File: config.mk
export PLATFORM = sky130hd
export DESIGN_NAME = fs_group_layout_calc_core
export DESIGN_NICKNAME = d
export VERILOG_FILES = /design/src/hw/rtl/fglc_pkg.sv /design/src/hw/rtl/fglc_ctrl.sv /design/src/hw/rtl/fglc_dp.sv /design/src/hw/rtl/fs_group_layout_calc_core.sv
export SDC_FILE = /design/constraint.sdc
export NUM_CORES = 2
export LEC_CHECK = 0
export BUFFER_PORTS_ARGS = -buffer_cell sky130_fd_sc_hd__buf_2
export CAP_MARGIN = 25
export CORE_MARGIN = 1
export CORE_UTILIZATION = 35
export CTS_CLUSTER_DIAMETER = 150
export DETAILED_ROUTE_END_ITERATION = 6
export GPL_TIMING_DRIVEN = 0
export MAX_ROUTING_LAYER = met4
export PLACE_DENSITY = 0.52
export SLEW_MARGIN = 10
export SYNTH_ARGS = -nofsm -noshare
export SYNTH_HDL_FRONTEND = slang
export SYNTH_HIERARCHICAL = 1
export SYNTH_SLANG_ARGS = --single-unit
File: constraint.sdc
create_clock -name clk -period 14.7 [get_ports clk]
set_input_delay 0 -clock clk [delete_from_list [all_inputs] [get_ports clk]]
set_output_delay 0 -clock clk [all_outputs]
set_load 0.03 [all_outputs]
File: src/hw/rtl/fglc_pkg.sv
// Shared types, constants and power tables for the block group layout calculator.
// Used by fglc_ctrl, fglc_dp and fs_group_layout_calc_core.
package fglc_pkg;

  localparam int unsigned DivBits = 48;
  localparam int unsigned CntW    = 6;

  typedef enum logic [2:0] {
    ST_IDLE,
    ST_DIV,
    ST_GC,
    ST_MUL,
    ST_FIN,
    ST_OUT
  } state_t;

  typedef enum logic [2:0] {
    CFG_TOTAL_BLOCKS,
    CFG_BLOCKS_PER_GROUP,
    CFG_TOTAL_INODES,
    CFG_INODES_PER_GROUP,
    CFG_LOG_DESC_PER_BLOCK,
    CFG_LAYOUT_FLAGS,
    CFG_FIRST_META_BG,
    CFG_RESERVED_GDT_BLOCKS
  } cfg_idx_t;

  typedef struct packed {
    logic load;
    logic div_step;
    logic gc_calc;
    logic mul_calc;
    logic fin_calc;
  } cmd_t;

  typedef struct packed {
    logic div_last;
  } sts_t;

  // power k+1 of each base, zero past the 32-bit range
  function automatic logic [31:0] pow3(input logic [4:0] k);
    logic [31:0] v;
    case (k)
      5'd0:  v = 32'd3;
      5'd1:  v = 32'd9;
      5'd2:  v = 32'd27;
      5'd3:  v = 32'd81;
      5'd4:  v = 32'd243;
      5'd5:  v = 32'd729;
      5'd6:  v = 32'd2187;
      5'd7:  v = 32'd6561;
      5'd8:  v = 32'd19683;
      5'd9:  v = 32'd59049;
      5'd10: v = 32'd177147;
      5'd11: v = 32'd531441;
      5'd12: v = 32'd1594323;
      5'd13: v = 32'd4782969;
      5'd14: v = 32'd14348907;
      5'd15: v = 32'd43046721;
      5'd16: v = 32'd129140163;
      5'd17: v = 32'd387420489;
      5'd18: v = 32'd1162261467;
      5'd19: v = 32'd3486784401;
      default: v = 32'd0;
    endcase
    return v;
  endfunction

  function automatic logic [31:0] pow5(input logic [4:0] k);
    logic [31:0] v;
    case (k)
      5'd0:  v = 32'd5;
      5'd1:  v = 32'd25;
      5'd2:  v = 32'd125;
      5'd3:  v = 32'd625;
      5'd4:  v = 32'd3125;
      5'd5:  v = 32'd15625;
      5'd6:  v = 32'd78125;
      5'd7:  v = 32'd390625;
      5'd8:  v = 32'd1953125;
      5'd9:  v = 32'd9765625;
      5'd10: v = 32'd48828125;
      5'd11: v = 32'd244140625;
      5'd12: v = 32'd1220703125;
      default: v = 32'd0;
    endcase
    return v;
  endfunction

  function automatic logic [31:0] pow7(input logic [4:0] k);
    logic [31:0] v;
    case (k)
      5'd0:  v = 32'd7;
      5'd1:  v = 32'd49;
      5'd2:  v = 32'd343;
      5'd3:  v = 32'd2401;
      5'd4:  v = 32'd16807;
      5'd5:  v = 32'd117649;
      5'd6:  v = 32'd823543;
      5'd7:  v = 32'd5764801;
      5'd8:  v = 32'd40353607;
      5'd9:  v = 32'd282475249;
      5'd10: v = 32'd1977326743;
      default: v = 32'd0;
    endcase
    return v;
  endfunction

endpackage

File: src/hw/rtl/fglc_ctrl.sv
// Sequencer for the block group layout calculator.
// Depends on fglc_pkg; drives fglc_dp through cmd_t and reads sts_t.
module fglc_ctrl (
  input  logic          clk,
  input  logic          rst_n,
  input  logic          in_valid,
  output logic          in_stall,
  output logic          out_valid,
  input  logic          out_stall,
  output fglc_pkg::cmd_t cmd,
  input  fglc_pkg::sts_t sts
);

  fglc_pkg::state_t state_r, state_nxt;

  always_ff @(posedge clk) begin
    if (!rst_n) begin
      state_r <= fglc_pkg::ST_IDLE;
    end else begin
      state_r <= state_nxt;
    end
  end

  always_comb begin
    state_nxt = state_r;
    cmd       = '0;
    in_stall  = 1'b1;
    out_valid = 1'b0;
    case (state_r)
      fglc_pkg::ST_IDLE: begin
        in_stall = 1'b0;
        if (in_valid) begin
          cmd.load  = 1'b1;
          state_nxt = fglc_pkg::ST_DIV;
        end
      end
      fglc_pkg::ST_DIV: begin
        cmd.div_step = 1'b1;
        if (sts.div_last) begin
          state_nxt = fglc_pkg::ST_GC;
        end
      end
      fglc_pkg::ST_GC: begin
        cmd.gc_calc = 1'b1;
        state_nxt   = fglc_pkg::ST_MUL;
      end
      fglc_pkg::ST_MUL: begin
        cmd.mul_calc = 1'b1;
        state_nxt    = fglc_pkg::ST_FIN;
      end
      fglc_pkg::ST_FIN: begin
        cmd.fin_calc = 1'b1;
        state_nxt    = fglc_pkg::ST_OUT;
      end
      fglc_pkg::ST_OUT: begin
        out_valid = 1'b1;
        if (!out_stall) begin
          state_nxt = fglc_pkg::ST_IDLE;
        end
      end
      default: state_nxt = fglc_pkg::ST_IDLE;
    endcase
  end

  a_out_hold: assert property (@(posedge clk) disable iff (!rst_n)
    (state_r == fglc_pkg::ST_OUT && out_stall) |=> state_r == fglc_pkg::ST_OUT)
    else $error("result dropped while stalled");

  a_load_div: assert property (@(posedge clk) disable iff (!rst_n)
    (in_valid && !in_stall) |=> state_r == fglc_pkg::ST_DIV)
    else $error("transfer did not start division");

  a_div_end: assert property (@(posedge clk) disable iff (!rst_n)
    (state_r == fglc_pkg::ST_DIV && sts.div_last) |=> state_r == fglc_pkg::ST_GC)
    else $error("division did not finish");

endmodule

File: src/hw/rtl/fglc_dp.sv
// Datapath: configuration registers, serial divider, power scan and result logic.
// Depends on fglc_pkg; controlled by fglc_ctrl.
module fglc_dp (
  input  logic           clk,
  input  logic           cfg_we,
  input  logic [2:0]     cfg_addr,
  input  logic [47:0]    cfg_data,
  input  logic [31:0]    in_group_index,
  input  fglc_pkg::cmd_t cmd,
  output fglc_pkg::sts_t sts,
  input  logic           rst_n,
  output logic [31:0]    out_group_count,
  output logic [31:0]    out_blocks_in_group,
  output logic [31:0]    out_inodes_in_group,
  output logic           out_has_super_copy,
  output logic [31:0]    out_desc_blocks,
  output logic [31:0]    out_base_meta_clusters
);

  logic [47:0] total_blocks_r;
  logic [19:0] bpg_r;
  logic [31:0] total_inodes_r;
  logic [19:0] ipg_r;
  logic [3:0]  ldpb_r;
  logic [5:0]  flags_r;
  logic [31:0] fmb_r;
  logic [15:0] rsv_r;

  always_ff @(posedge clk) begin
    if (!rst_n) begin
      total_blocks_r <= '0;
      bpg_r          <= 20'd32768;
      total_inodes_r <= '0;
      ipg_r          <= 20'd8192;
      ldpb_r         <= 4'd7;
      flags_r        <= 6'd1;
      fmb_r          <= '0;
      rsv_r          <= '0;
    end else if (cfg_we) begin
      case (fglc_pkg::cfg_idx_t'(cfg_addr))
        fglc_pkg::CFG_TOTAL_BLOCKS:        total_blocks_r <= cfg_data;
        fglc_pkg::CFG_BLOCKS_PER_GROUP:    bpg_r          <= cfg_data[19:0];
        fglc_pkg::CFG_TOTAL_INODES:        total_inodes_r <= cfg_data[31:0];
        fglc_pkg::CFG_INODES_PER_GROUP:    ipg_r          <= cfg_data[19:0];
        fglc_pkg::CFG_LOG_DESC_PER_BLOCK:  ldpb_r         <= cfg_data[3:0];
        fglc_pkg::CFG_LAYOUT_FLAGS:        flags_r        <= cfg_data[5:0];
        fglc_pkg::CFG_FIRST_META_BG:       fmb_r          <= cfg_data[31:0];
        fglc_pkg::CFG_RESERVED_GDT_BLOCKS: rsv_r          <= cfg_data[15:0];
        default: ;
      endcase
    end
  end

  logic [31:0] g_r;
  logic [47:0] dvd_r;
  logic [20:0] rem_r;
  logic [fglc_pkg::CntW-1:0] cnt_r;
  logic        hit_r;
  logic [31:0] gc_r, pb_r, pi_r;

  logic [20:0] rem_sh;
  logic        qbit;
  logic        hit_now;

  assign rem_sh  = {rem_r[19:0], dvd_r[47]};
  assign qbit    = rem_sh >= {1'b0, bpg_r};
  assign hit_now = (g_r == fglc_pkg::pow3(cnt_r[4:0])) ||
                   (g_r == fglc_pkg::pow5(cnt_r[4:0])) ||
                   (g_r == fglc_pkg::pow7(cnt_r[4:0]));
  assign sts.div_last = cnt_r == fglc_pkg::CntW'(fglc_pkg::DivBits - 1);

  logic [31:0] lastidx;
  logic [51:0] pb_full, pi_full;
  assign lastidx = gc_r - 32'd1;
  assign pb_full = lastidx * bpg_r;
  assign pi_full = lastidx * ipg_r;

  logic        lt, sparse, sup, meta;
  logic [31:0] dpb, mg, first, last, gdb, num, num_cl, blocks, inodes;
  logic [3:0]  sh;

  always_comb begin
    lt     = g_r < lastidx;
    blocks = lt ? {12'd0, bpg_r} : total_blocks_r[31:0] - pb_r;
    inodes = lt ? {12'd0, ipg_r} : total_inodes_r - pi_r;
    sparse = (g_r <= 32'd1) || hit_r;
    sup    = !flags_r[0] || sparse;
    meta   = flags_r[1];
    dpb    = 32'd1 << ldpb_r;
    mg     = g_r >> ldpb_r;
    first  = mg << ldpb_r;
    last   = first + dpb - 32'd1;
    if (!meta || mg < fmb_r) begin
      if (!sup) begin
        gdb = '0;
      end else if (meta) begin
        gdb = fmb_r;
      end else begin
        gdb = (gc_r + dpb - 32'd1) >> ldpb_r;
      end
    end else begin
      gdb = (g_r == first || g_r == first + 32'd1 || g_r == last) ? 32'd1 : 32'd0;
    end
    if (!meta || g_r < (fmb_r << ldpb_r)) begin
      num = sup ? 32'd1 + gdb + {16'd0, rsv_r} : 32'd0;
    end else begin
      num = {31'd0, sup} + gdb;
    end
    sh     = flags_r[5:2];
    num_cl = (num + ((32'd1 << sh) - 32'd1)) >> sh;
  end

  always_ff @(posedge clk) begin
    if (cmd.load) begin
      g_r   <= in_group_index;
      dvd_r <= total_blocks_r;
      rem_r <= '0;
      cnt_r <= '0;
      hit_r <= 1'b0;
    end
    if (cmd.div_step) begin
      rem_r <= qbit ? rem_sh - {1'b0, bpg_r} : rem_sh;
      dvd_r <= {dvd_r[46:0], qbit};
      cnt_r <= cnt_r + 1'b1;
      hit_r <= hit_r | hit_now;
    end
    if (cmd.gc_calc) begin
      gc_r <= (bpg_r == '0) ? 32'd0 : dvd_r[31:0] + {31'd0, rem_r != '0};
    end
    if (cmd.mul_calc) begin
      pb_r <= pb_full[31:0];
      pi_r <= pi_full[31:0];
    end
    if (cmd.fin_calc) begin
      out_group_count        <= gc_r;
      out_blocks_in_group    <= blocks;
      out_inodes_in_group    <= inodes;
      out_has_super_copy     <= sup;
      out_desc_blocks        <= gdb;
      out_base_meta_clusters <= num_cl;
    end
  end

endmodule

File: src/hw/rtl/fs_group_layout_calc_core.sv
// Top level of the block group layout calculator.
// Depends on fglc_pkg, fglc_ctrl and fglc_dp.
// One group index is taken at a time; its result comes from the 48-step
// serial division of total blocks by blocks per group (the power-of-3/5/7
// table scan runs alongside it), followed by a group count step, a step for
// the two products and a final result step, which registers the outputs. The next
// index is taken the cycle after the result transfer.
module fs_group_layout_calc_core (
  input  logic        clk,
  input  logic        rst_n,
  input  logic        cfg_we,
  input  logic [2:0]  cfg_addr,
  input  logic [47:0] cfg_data,
  input  logic        in_valid,
  output logic        in_stall,
  input  logic [31:0] in_group_index,
  output logic        out_valid,
  input  logic        out_stall,
  output logic [31:0] out_group_count,
  output logic [31:0] out_blocks_in_group,
  output logic [31:0] out_inodes_in_group,
  output logic        out_has_super_copy,
  output logic [31:0] out_desc_blocks,
  output logic [31:0] out_base_meta_clusters
);

  fglc_pkg::cmd_t cmd;
  fglc_pkg::sts_t sts;

  fglc_ctrl u_ctrl (
    .clk       (clk),
    .rst_n     (rst_n),
    .in_valid  (in_valid),
    .in_stall  (in_stall),
    .out_valid (out_valid),
    .out_stall (out_stall),
    .cmd       (cmd),
    .sts       (sts)
  );

  fglc_dp u_dp (
    .clk                    (clk),
    .cfg_we                 (cfg_we),
    .cfg_addr               (cfg_addr),
    .cfg_data               (cfg_data),
    .in_group_index         (in_group_index),
    .cmd                    (cmd),
    .sts                    (sts),
    .rst_n                  (rst_n),
    .out_group_count        (out_group_count),
    .out_blocks_in_group    (out_blocks_in_group),
    .out_inodes_in_group    (out_inodes_in_group),
    .out_has_super_copy     (out_has_super_copy),
    .out_desc_blocks        (out_desc_blocks),
    .out_base_meta_clusters (out_base_meta_clusters)
  );

endmodule
Word-level counts from Yosys, hierarchy flattened
Memories as Yosys holds them, arrays and structs flattened. A register that Yosys moved wholly into a read port is not among the register bits.
Cells that the tools add are included.
{ "word_totals": {"ff_bits": 546, "in_bits": 88, "wordCells": 139, "mem_bits_ro": 1856, "n_memories": 3, "output_inout_bits": 163} }
{ "mem_list": {"columns": ["name", "words", "word_bits", "rd", "rd_ports_with_merged_regs", "wr", "line", "text"], "rows": [
  ["(name not given)", 32, 30, 1, 1, 0, "fglc_pkg.sv:43", "case (k)"],
  ["(name not given)", 16, 29, 1, 1, 0, "fglc_pkg.sv:92", "case (k)"],
  ["(name not given)", 16, 27, 1, 1, 0, "fglc_pkg.sv:71", "case (k)"]
]} }
{ "classes": {"n_reduce_logical": 24, "n_addsub": 16, "multipliers": 2, "n_eq_ne": 22, "shift": 7, "n_mux": 34, "bitwise_logic": 1, "magnitude_cmp": 5} }
{ "op_table": {"columns": ["operator", "count"], "rows": [
  ["$mux W32", 7],
  ["$eq A32 B32 Y1", 6],
  ["$sub A32 B1 Y32 const B", 4],
  ["$add A32 B32 Y32", 3],
  ["$lt A32 B32 Y1", 3],
  ["$mux W48", 2],
  ["$shr A32 B4 Y32", 3],
  ["$mul A32 B20 Y32", 2],
  ["$shl A1 B4 Y32 const A", 2],
  ["$shl A32 B4 Y32", 2],
  ["$sub A32 B32 Y32", 2],
  ["$mux W21", 3],
  ["$mux W20", 2],
  ["$add A1 B32 Y32", 1],
  ["$add A1 B32 Y32 const A", 1],
  ["$add A32 B1 Y32", 1],
  ["$add A32 B1 Y32 const B", 1],
  ["$add A32 B16 Y32", 1],
  ["$le A32 B1 Y1 const B", 1],
  ["$ge A21 B20 Y1", 1],
  ["$reduce_bool A21 Y1", 1],
  ["$sub A21 B20 Y21", 1],
  ["$logic_not A20 Y1", 1],
  ["$eq A3 B3 Y1 const B", 6],
  ["18 further kinds", 54]
]} }

Longest topological paths before layout
{ "logic_depth": {"ltp_word": 14, "depth_mapped": 67, "mapped_depth_nobuf": 60} }

Modules after synthesis
The synthesis kept the hierarchy.
{ "modules_own_cells": {"columns": ["module", "seq_area_each_um2", "instances", "cells_per_inst", "area_each_um2"], "rows": [
  ["fglc_dp", 15985.3, 1, 8214, 71205.8],
  ["fglc_ctrl", 60.1, 1, 29, 262.8]
]} }

Least setup slack after synthesis
Ideal clock, no wire load.
{ "synth_path": {"path_type": "reg2reg", "startpoint": "reg u_dp.ldpb_r[1]", "endpoint": "reg u_dp.out_base_meta_clusters[20] (data pin)", "setup_time_ns": 0.152, "required_ns": 14.548, "period_less_slack_ns": 13.706, "path_slack_ns": 0.994, "t_arrival_ns": 13.554, "path_buffers": 8, "stages_incl_launch_ff": 61, "path_cell_list": "dfxtp_1 -> buf_2 -> clkbuf_1 -> clkbuf_1 -> clkbuf_1 -> buf_1 -> buf_1 -> buf_1 -> clkbuf_1 -> mux4_2 -> mux2i_1 -> a21oi_1 -> mux4_2 -> inv_1 -> o21ai_0 -> o21ai_0 -> ha_1 -> inv_1 -> (+25 left out) -> ha_1 -> inv_1 -> ha_1 -> a21oi_1 -> nor2b_1 -> nand2_1 -> o211a_1 -> a311o_1 -> a41oi_1 -> nand2b_1 -> a21oi_1 -> a211o_1 -> o311ai_0 -> nor2_1 -> a211oi_1 -> xnor3_1 -> mux4_2 -> o22ai_1"} }
{ "synth_between": {"elab_chain_cells": 14, "word_cells_on_any_way": 30, "cone_classes": "add/sub (9); order compare (2); eq/ne (3); shift (6); mux (6); reduce/logical (4)"} }
{ "synth_rtl": {"columns": ["element", "line", "text"], "rows": [
  ["start: declaration", "fglc_dp.sv:24", "logic [3:0] ldpb_r;"],
  ["start signal: assignment", "fglc_dp.sv:45", "fglc_pkg::CFG_LOG_DESC_PER_BLOCK: ldpb_r <= cfg_data[3:0];"],
  ["$shr A32 B4 Y32", "fglc_dp.sv:90", "mg = g_r >> ldpb_r;"],
  ["$shl A32 B4 Y32", "fglc_dp.sv:91", "first = mg << ldpb_r;"],
  ["$add A32 B32 Y32 or $add A32 B1 Y32 (tied branches)", "fglc_dp.sv:92, fglc_dp.sv:102", null],
  ["$sub A32 B1 Y32 or $eq A32 B32 Y1 (tied branches)", "fglc_dp.sv:92, fglc_dp.sv:102", null],
  ["$eq A32 B32 Y1 or $logic_or A1 B1 Y1 (tied branches)", "fglc_dp.sv:102", "gdb = (g_r == first || g_r == first + 32'd1 || g_r == last) ? 32'd1 : 32'd0;"],
  ["$logic_or A1 B1 Y1", "fglc_dp.sv:102", null],
  ["$mux W1", "fglc_dp.sv:102", null],
  ["$mux W32", "fglc_dp.sv:93", "if (!meta || mg < fmb_r) begin"],
  ["$add A1 B32 Y32", "fglc_dp.sv:105", "num = sup ? 32'd1 + gdb + {16'd0, rsv_r} : 32'd0;"],
  ["$add A32 B16 Y32", "fglc_dp.sv:105", null],
  ["$mux W32", "fglc_dp.sv:105", null],
  ["$mux W32 *", "fglc_dp.sv:104", "if (!meta || g_r < (fmb_r << ldpb_r)) begin"],
  ["$add A32 B32 Y32 *", "fglc_dp.sv:110", "num_cl = (num + ((32'd1 << sh) - 32'd1)) >> sh;"],
  ["$shr A32 B4 Y32 *", "fglc_dp.sv:110", null],
  ["named net u_dp.num_cl[20]", "fglc_dp.sv:79", "logic [31:0] dpb, mg, first, last, gdb, num, num_cl, blocks, inodes;"],
  ["end signal: assignment", "fglc_dp.sv:140", "out_base_meta_clusters <= num_cl;"],
  ["end: declaration", "fglc_dp.sv:17", "output logic [31:0] out_base_meta_clusters"]
]} }
Mark *: on every way through the listed nets, which the timed path passes. The rest lies on a longest branch.
A chain may end at the register's enable or synchronous reset.

Worst setup path in the final report
{ "layout_path": {"startpoint": "reg u_dp.ldpb_r[1]", "endpoint": "reg u_dp.out_base_meta_clusters[19] (data pin)"} }
The elaborated chain is that of the path after synthesis.

==> qor_table.md <==
| Parameter | This run |
|---|---|
| Worst Reg-to-Reg Cells | 58 |
| Clock input transition at the sequential cells of the worst setup and hold paths | 0.06 ns |
| Gate family responsible for the most delay along the worst path | compound AO/OA/AOI/OAI gates |
| Final hold violation count | 0 |
| Sw Pwr | 3.62 mW |
| Launch point of the worst path | u_dp/ldpb_r[1] |
| Clk Latency, worst-skew pair | 0.72 ns |
| Failing checks | DRC |
| Root buffer selected by CTS | sky130_fd_sc_hd__clkbuf_16 |
| Worst-path fanout max | 10 |
| Clock tree from TritonCTS | yes |
| Max H-tree Level | 3 |
| Width of the die | 454 um |
| Category of the worst setup path capture point | flip-flop |
| Vias per std cell | 5.50 |
| Final Wtd Congestion | 1.02 |
| Max Buffers Root-to-Sink | 3 |
| Proportion of layout cells with a drive suffix above 1 | 8.71% |
| R2R Path Start | u_dp/ldpb_r[1] |
| Worst endpoint data arrival time | 14.48 ns |
| Worst flop-to-flop path endpoint | u_dp/out_base_meta_clusters[19] |
| Startpoint type of the worst setup path | flip-flop |
| Cell type with the highest occurrence count on the critical path | sky130_fd_sc_hd__o21ai_1 |
| Final Worst Setup Slack | 0.613 ns |
| Post-synthesis to final-layout area growth | 12.9% |
| Type of the worst min-delay path | in2reg |
| Delay of the slowest critical-path stage | 0.86 ns |
| Path length in cells of the critical path | 58 |
| Switching part of the total | 43.5% |
| Max rail drop VDD | 101 uV |
| Commonest cells after routing, fill and taps aside | sky130_fd_sc_hd__nand2_1 (1324), sky130_fd_sc_hd__inv_1 (1127), sky130_fd_sc_hd__fa_1 (713) |
| Cells after Synth | 8243 |
| Largest net degree at the start of global routing | 45 |
| Number of setup violations in the final report | 0 |
| Static leakage power | 34.6 nW |
| Count of buffers from port buffering | 244 |
| Total I/O pin count | 251 |
| Flop2flop setup slack | 0.61 ns |
| Core outline area | 203000 um2 |
| Remaining max-slew budget at the tightest pin | 20.7% |
| Synthesis Warnings | 6 |
| Worst setup slack before clock tree synthesis | -4.60 ns |
| Worst path slowest cell | sky130_fd_sc_hd__clkbuf_1 |
| Placed wire-length estimate after detailed placement | 249000 um |
| Number of detailed-routing iterations run before antenna repair | 7 |
| Chip height | 454 um |
| Most common cell after layout, fill and taps aside | sky130_fd_sc_hd__nand2_1 |
| Part of the power in the clock network | 22.2% |
| Number of fill cells in the layout | 20524 |
| Starting utilization of the core area | 35.3% |
| Number of vias in the routed layout | 62935 |
| Part of the total power dissipated in combinational logic | 49.0% |
| Predominant post-synthesis flop cell | sky130_fd_sc_hd__edfxtp_1 |
| Capture point of the critical path | u_dp/out_base_meta_clusters[19] |
| Overall die area | 206000 um2 |
| Placed instance count | 11208 |
| Max Clk Rate | 71.0 MHz |
| Distinct cells, synth | 107 |
| Post-DR wirelength/cell | 26.6 um |
| Share of the clock period used by the worst path after layout | 95.8% |
| Power Density | 103 nW/um2 |
| Async set-reset flop share out of synthesis | 0% |
| Net count after synthesis | 9577 |
| Fin cells | 11453 |
| Internal Dissipation | 4.70 mW |
| Core utilization of the finished layout | 39.8% |
| Number of cell rows | 165 |
| Sequential fraction of the synthesis area | 22.5% |
| Run status | complete, but fails checks |
| Final Skew | 0.0415 ns |
| Number of buffers created by CTS | 73 |
| Crit path kind | reg2reg |
| First DRT Iteration DRCs | 6152 |
| Post-layout nets | 10049 |
| Total gr overflow | 0 |
| Routed wire length | 304000 um |
| Number of remaining DRC errors | 12 |
| Buffers & Inverters on Critical Path | 7 |
| Via count of the first global-routing pass | 62851 |
| Residual antenna-violating net count after detailed routing | 0 |
| Number of max-slew violations in the final report | 0 |
| Part of the total power dissipated in sequential elements | 28.7% |
| Gr usage total | 30.1% |
| Flops & latches, synth | 619 |
| Initial antenna violation count | 11 |
| Syn_area_per_cell | 8.67 um2 |
| Wire length of the first global-routing pass | 437000 um |
| WP data required | 15.10 ns |
| Count of flip-flops with a built-in enable after synthesis | 365 |
| Time the worst path needs with I/O delays and setup | 14.09 ns |
| Sinks on the clock net | 619 |
| Max capacitance violation total | 0 |
| Overall power consumption | 8.33 mW |
| Cell area after technology mapping | 71500 um2 |
| Least-Margin Pin Slew | 1.18 ns |
==> logic make-up (layout without fill, tap and decap cells) <==
| kind of cell | Yosys count | in the layout | synth area share [%] |
|---|---|---|---|
| AO/OA/AOI/OAI | 1292 | 1292 | 12.1 |
| XOR/XNOR | 423 | 423 | 5.26 |
| adder cells (fa/ha/maj) | 1246 | 1246 | 29.3 |
| buffers and inverters | 1577 | 2107 | 8.35 |
| flip-flops | 619 | 619 | 22.5 |
| multiplexers | 312 | 312 | 5.33 |
| other | 0 | 8 | 0 |
| AND/OR/NAND/NOR | 2774 | 2774 | 17.2 |
==> cell usage after synthesis, drive strengths merged, types with 15 or more instances <==
| master | count | area share (%) |
|---|---|---|
| mux2 | 83 | 1.3 |
| edfxtp | 365 | 15 |
| or3 | 39 | 0.35 |
| nor2 | 656 | 3.4 |
| and2 | 94 | 0.82 |
| and3 | 60 | 0.53 |
| o211ai | 42 | 0.44 |
| mux4 | 46 | 1.4 |
| a31oi | 49 | 0.43 |
| nand2 | 1324 | 7.0 |
| nor4b | 17 | 0.21 |
| o21a | 42 | 0.44 |
| fa | 713 | 20 |
| nor2b | 89 | 0.78 |
| o21bai | 28 | 0.29 |
| a21oi | 303 | 2.1 |
| a21o | 63 | 0.66 |
| nor4 | 42 | 0.37 |
| xnor2 | 302 | 3.7 |
| mux2i | 183 | 2.6 |
| ha | 533 | 9.3 |
| inv | 1137 | 6.0 |
| xor2 | 117 | 1.4 |
| dfxtp | 254 | 7.1 |
| or2 | 26 | 0.23 |
| nor3 | 117 | 0.83 |
| nand2b | 60 | 0.53 |
| a2111oi | 19 | 0.28 |
| o21ai | 254 | 1.8 |
| nand4 | 54 | 0.47 |
| a21boi | 199 | 2.1 |
| a211oi | 49 | 0.54 |
| a211o | 15 | 0.18 |
| clkbuf | 361 | 1.9 |
| nand3 | 134 | 0.94 |
| o22ai | 23 | 0.20 |
| buf | 64 | 0.38 |
| clkinv | 15 | 0.081 |
| o31ai | 19 | 0.23 |
==> power by group through the flow <==
stage / Clock, mW / Sequential, mW / Combinational (mW)
final: 1.85 / 2.39 / 4.08
after global routing: 1.95 / 2.41 / 4.43
after CTS: 1.89 / 2.39 / 4.00
after detailed placement: 0 / 2.42 / 3.93
after global placement: 0 / 2.45 / 3.86
after floorplan: 0 / 2.46 / 2.58
==> per-layer routing <==
layer / wire length [um] / track usage, % / up-vias
met3: 18300 / 3.86 / 679
met5: 0 / - / -
li1: - / - / 28193
met1: 123000 / 36.4 / 31582
met2: 142000 / 48.2 / 2481
met4: 20600 / 17.4 / 0
==> area by class of cell <==
type / count / area (um2) / area share (%)
well taps: 2672 / 3340 / 4.14
repair buffers: 401 / 2870 / 3.56
plain buffers: 421 / 1780 / 2.20
diodes: 8 / 20.0 / 0.0248
multi-input cells: 6047 / 49900 / 61.8
clock inverters: 48 / 509 / 0.631
inverters: 1152 / 4330 / 5.37
flip-flops and latches: 619 / 16000 / 19.9
clock buffers: 85 / 1900 / 2.36
==> per-stage QoR <==
stage / setup TNS (ns) / area [um2] / hold slack (ns)
finish: 0 / 80700 / 0.0384
global route: -0.0336 / 80700 / 0.0392
CTS: 0 / 80400 / 0.000386
detailed placement: -117.40 / 76800 / 0.180
global placement: -116.25 / 76000 / 0.183
floorplan: 0 / 71500 / 0.0989
==> how the worst min path moves through the flow <==
stage               slack, ns  depth (start not counted)           end          startpoint
global placement         0.18                          1   u_dp/g_r[1]   in_group_index[1]
finish                   0.04                          2  u_dp/g_r[12]  in_group_index[12]
floorplan                 0.1                          0   u_dp/g_r[0]   in_group_index[0]
global route             0.04                          2  u_dp/g_r[12]  in_group_index[12]
detailed placement       0.18                          1   u_dp/g_r[3]   in_group_index[3]
CTS                    0.0004                          2  u_dp/g_r[12]  in_group_index[12]
==> what timing repair did <==
action	CTS	global route
hold endpoints to repair	241	0
pin swaps	5	7
buffers inserted	4	6
resized for setup	103	96
endpoints found under the setup margin	32	27
hold buffers	92	0
(Power assumes the default switching activity.)
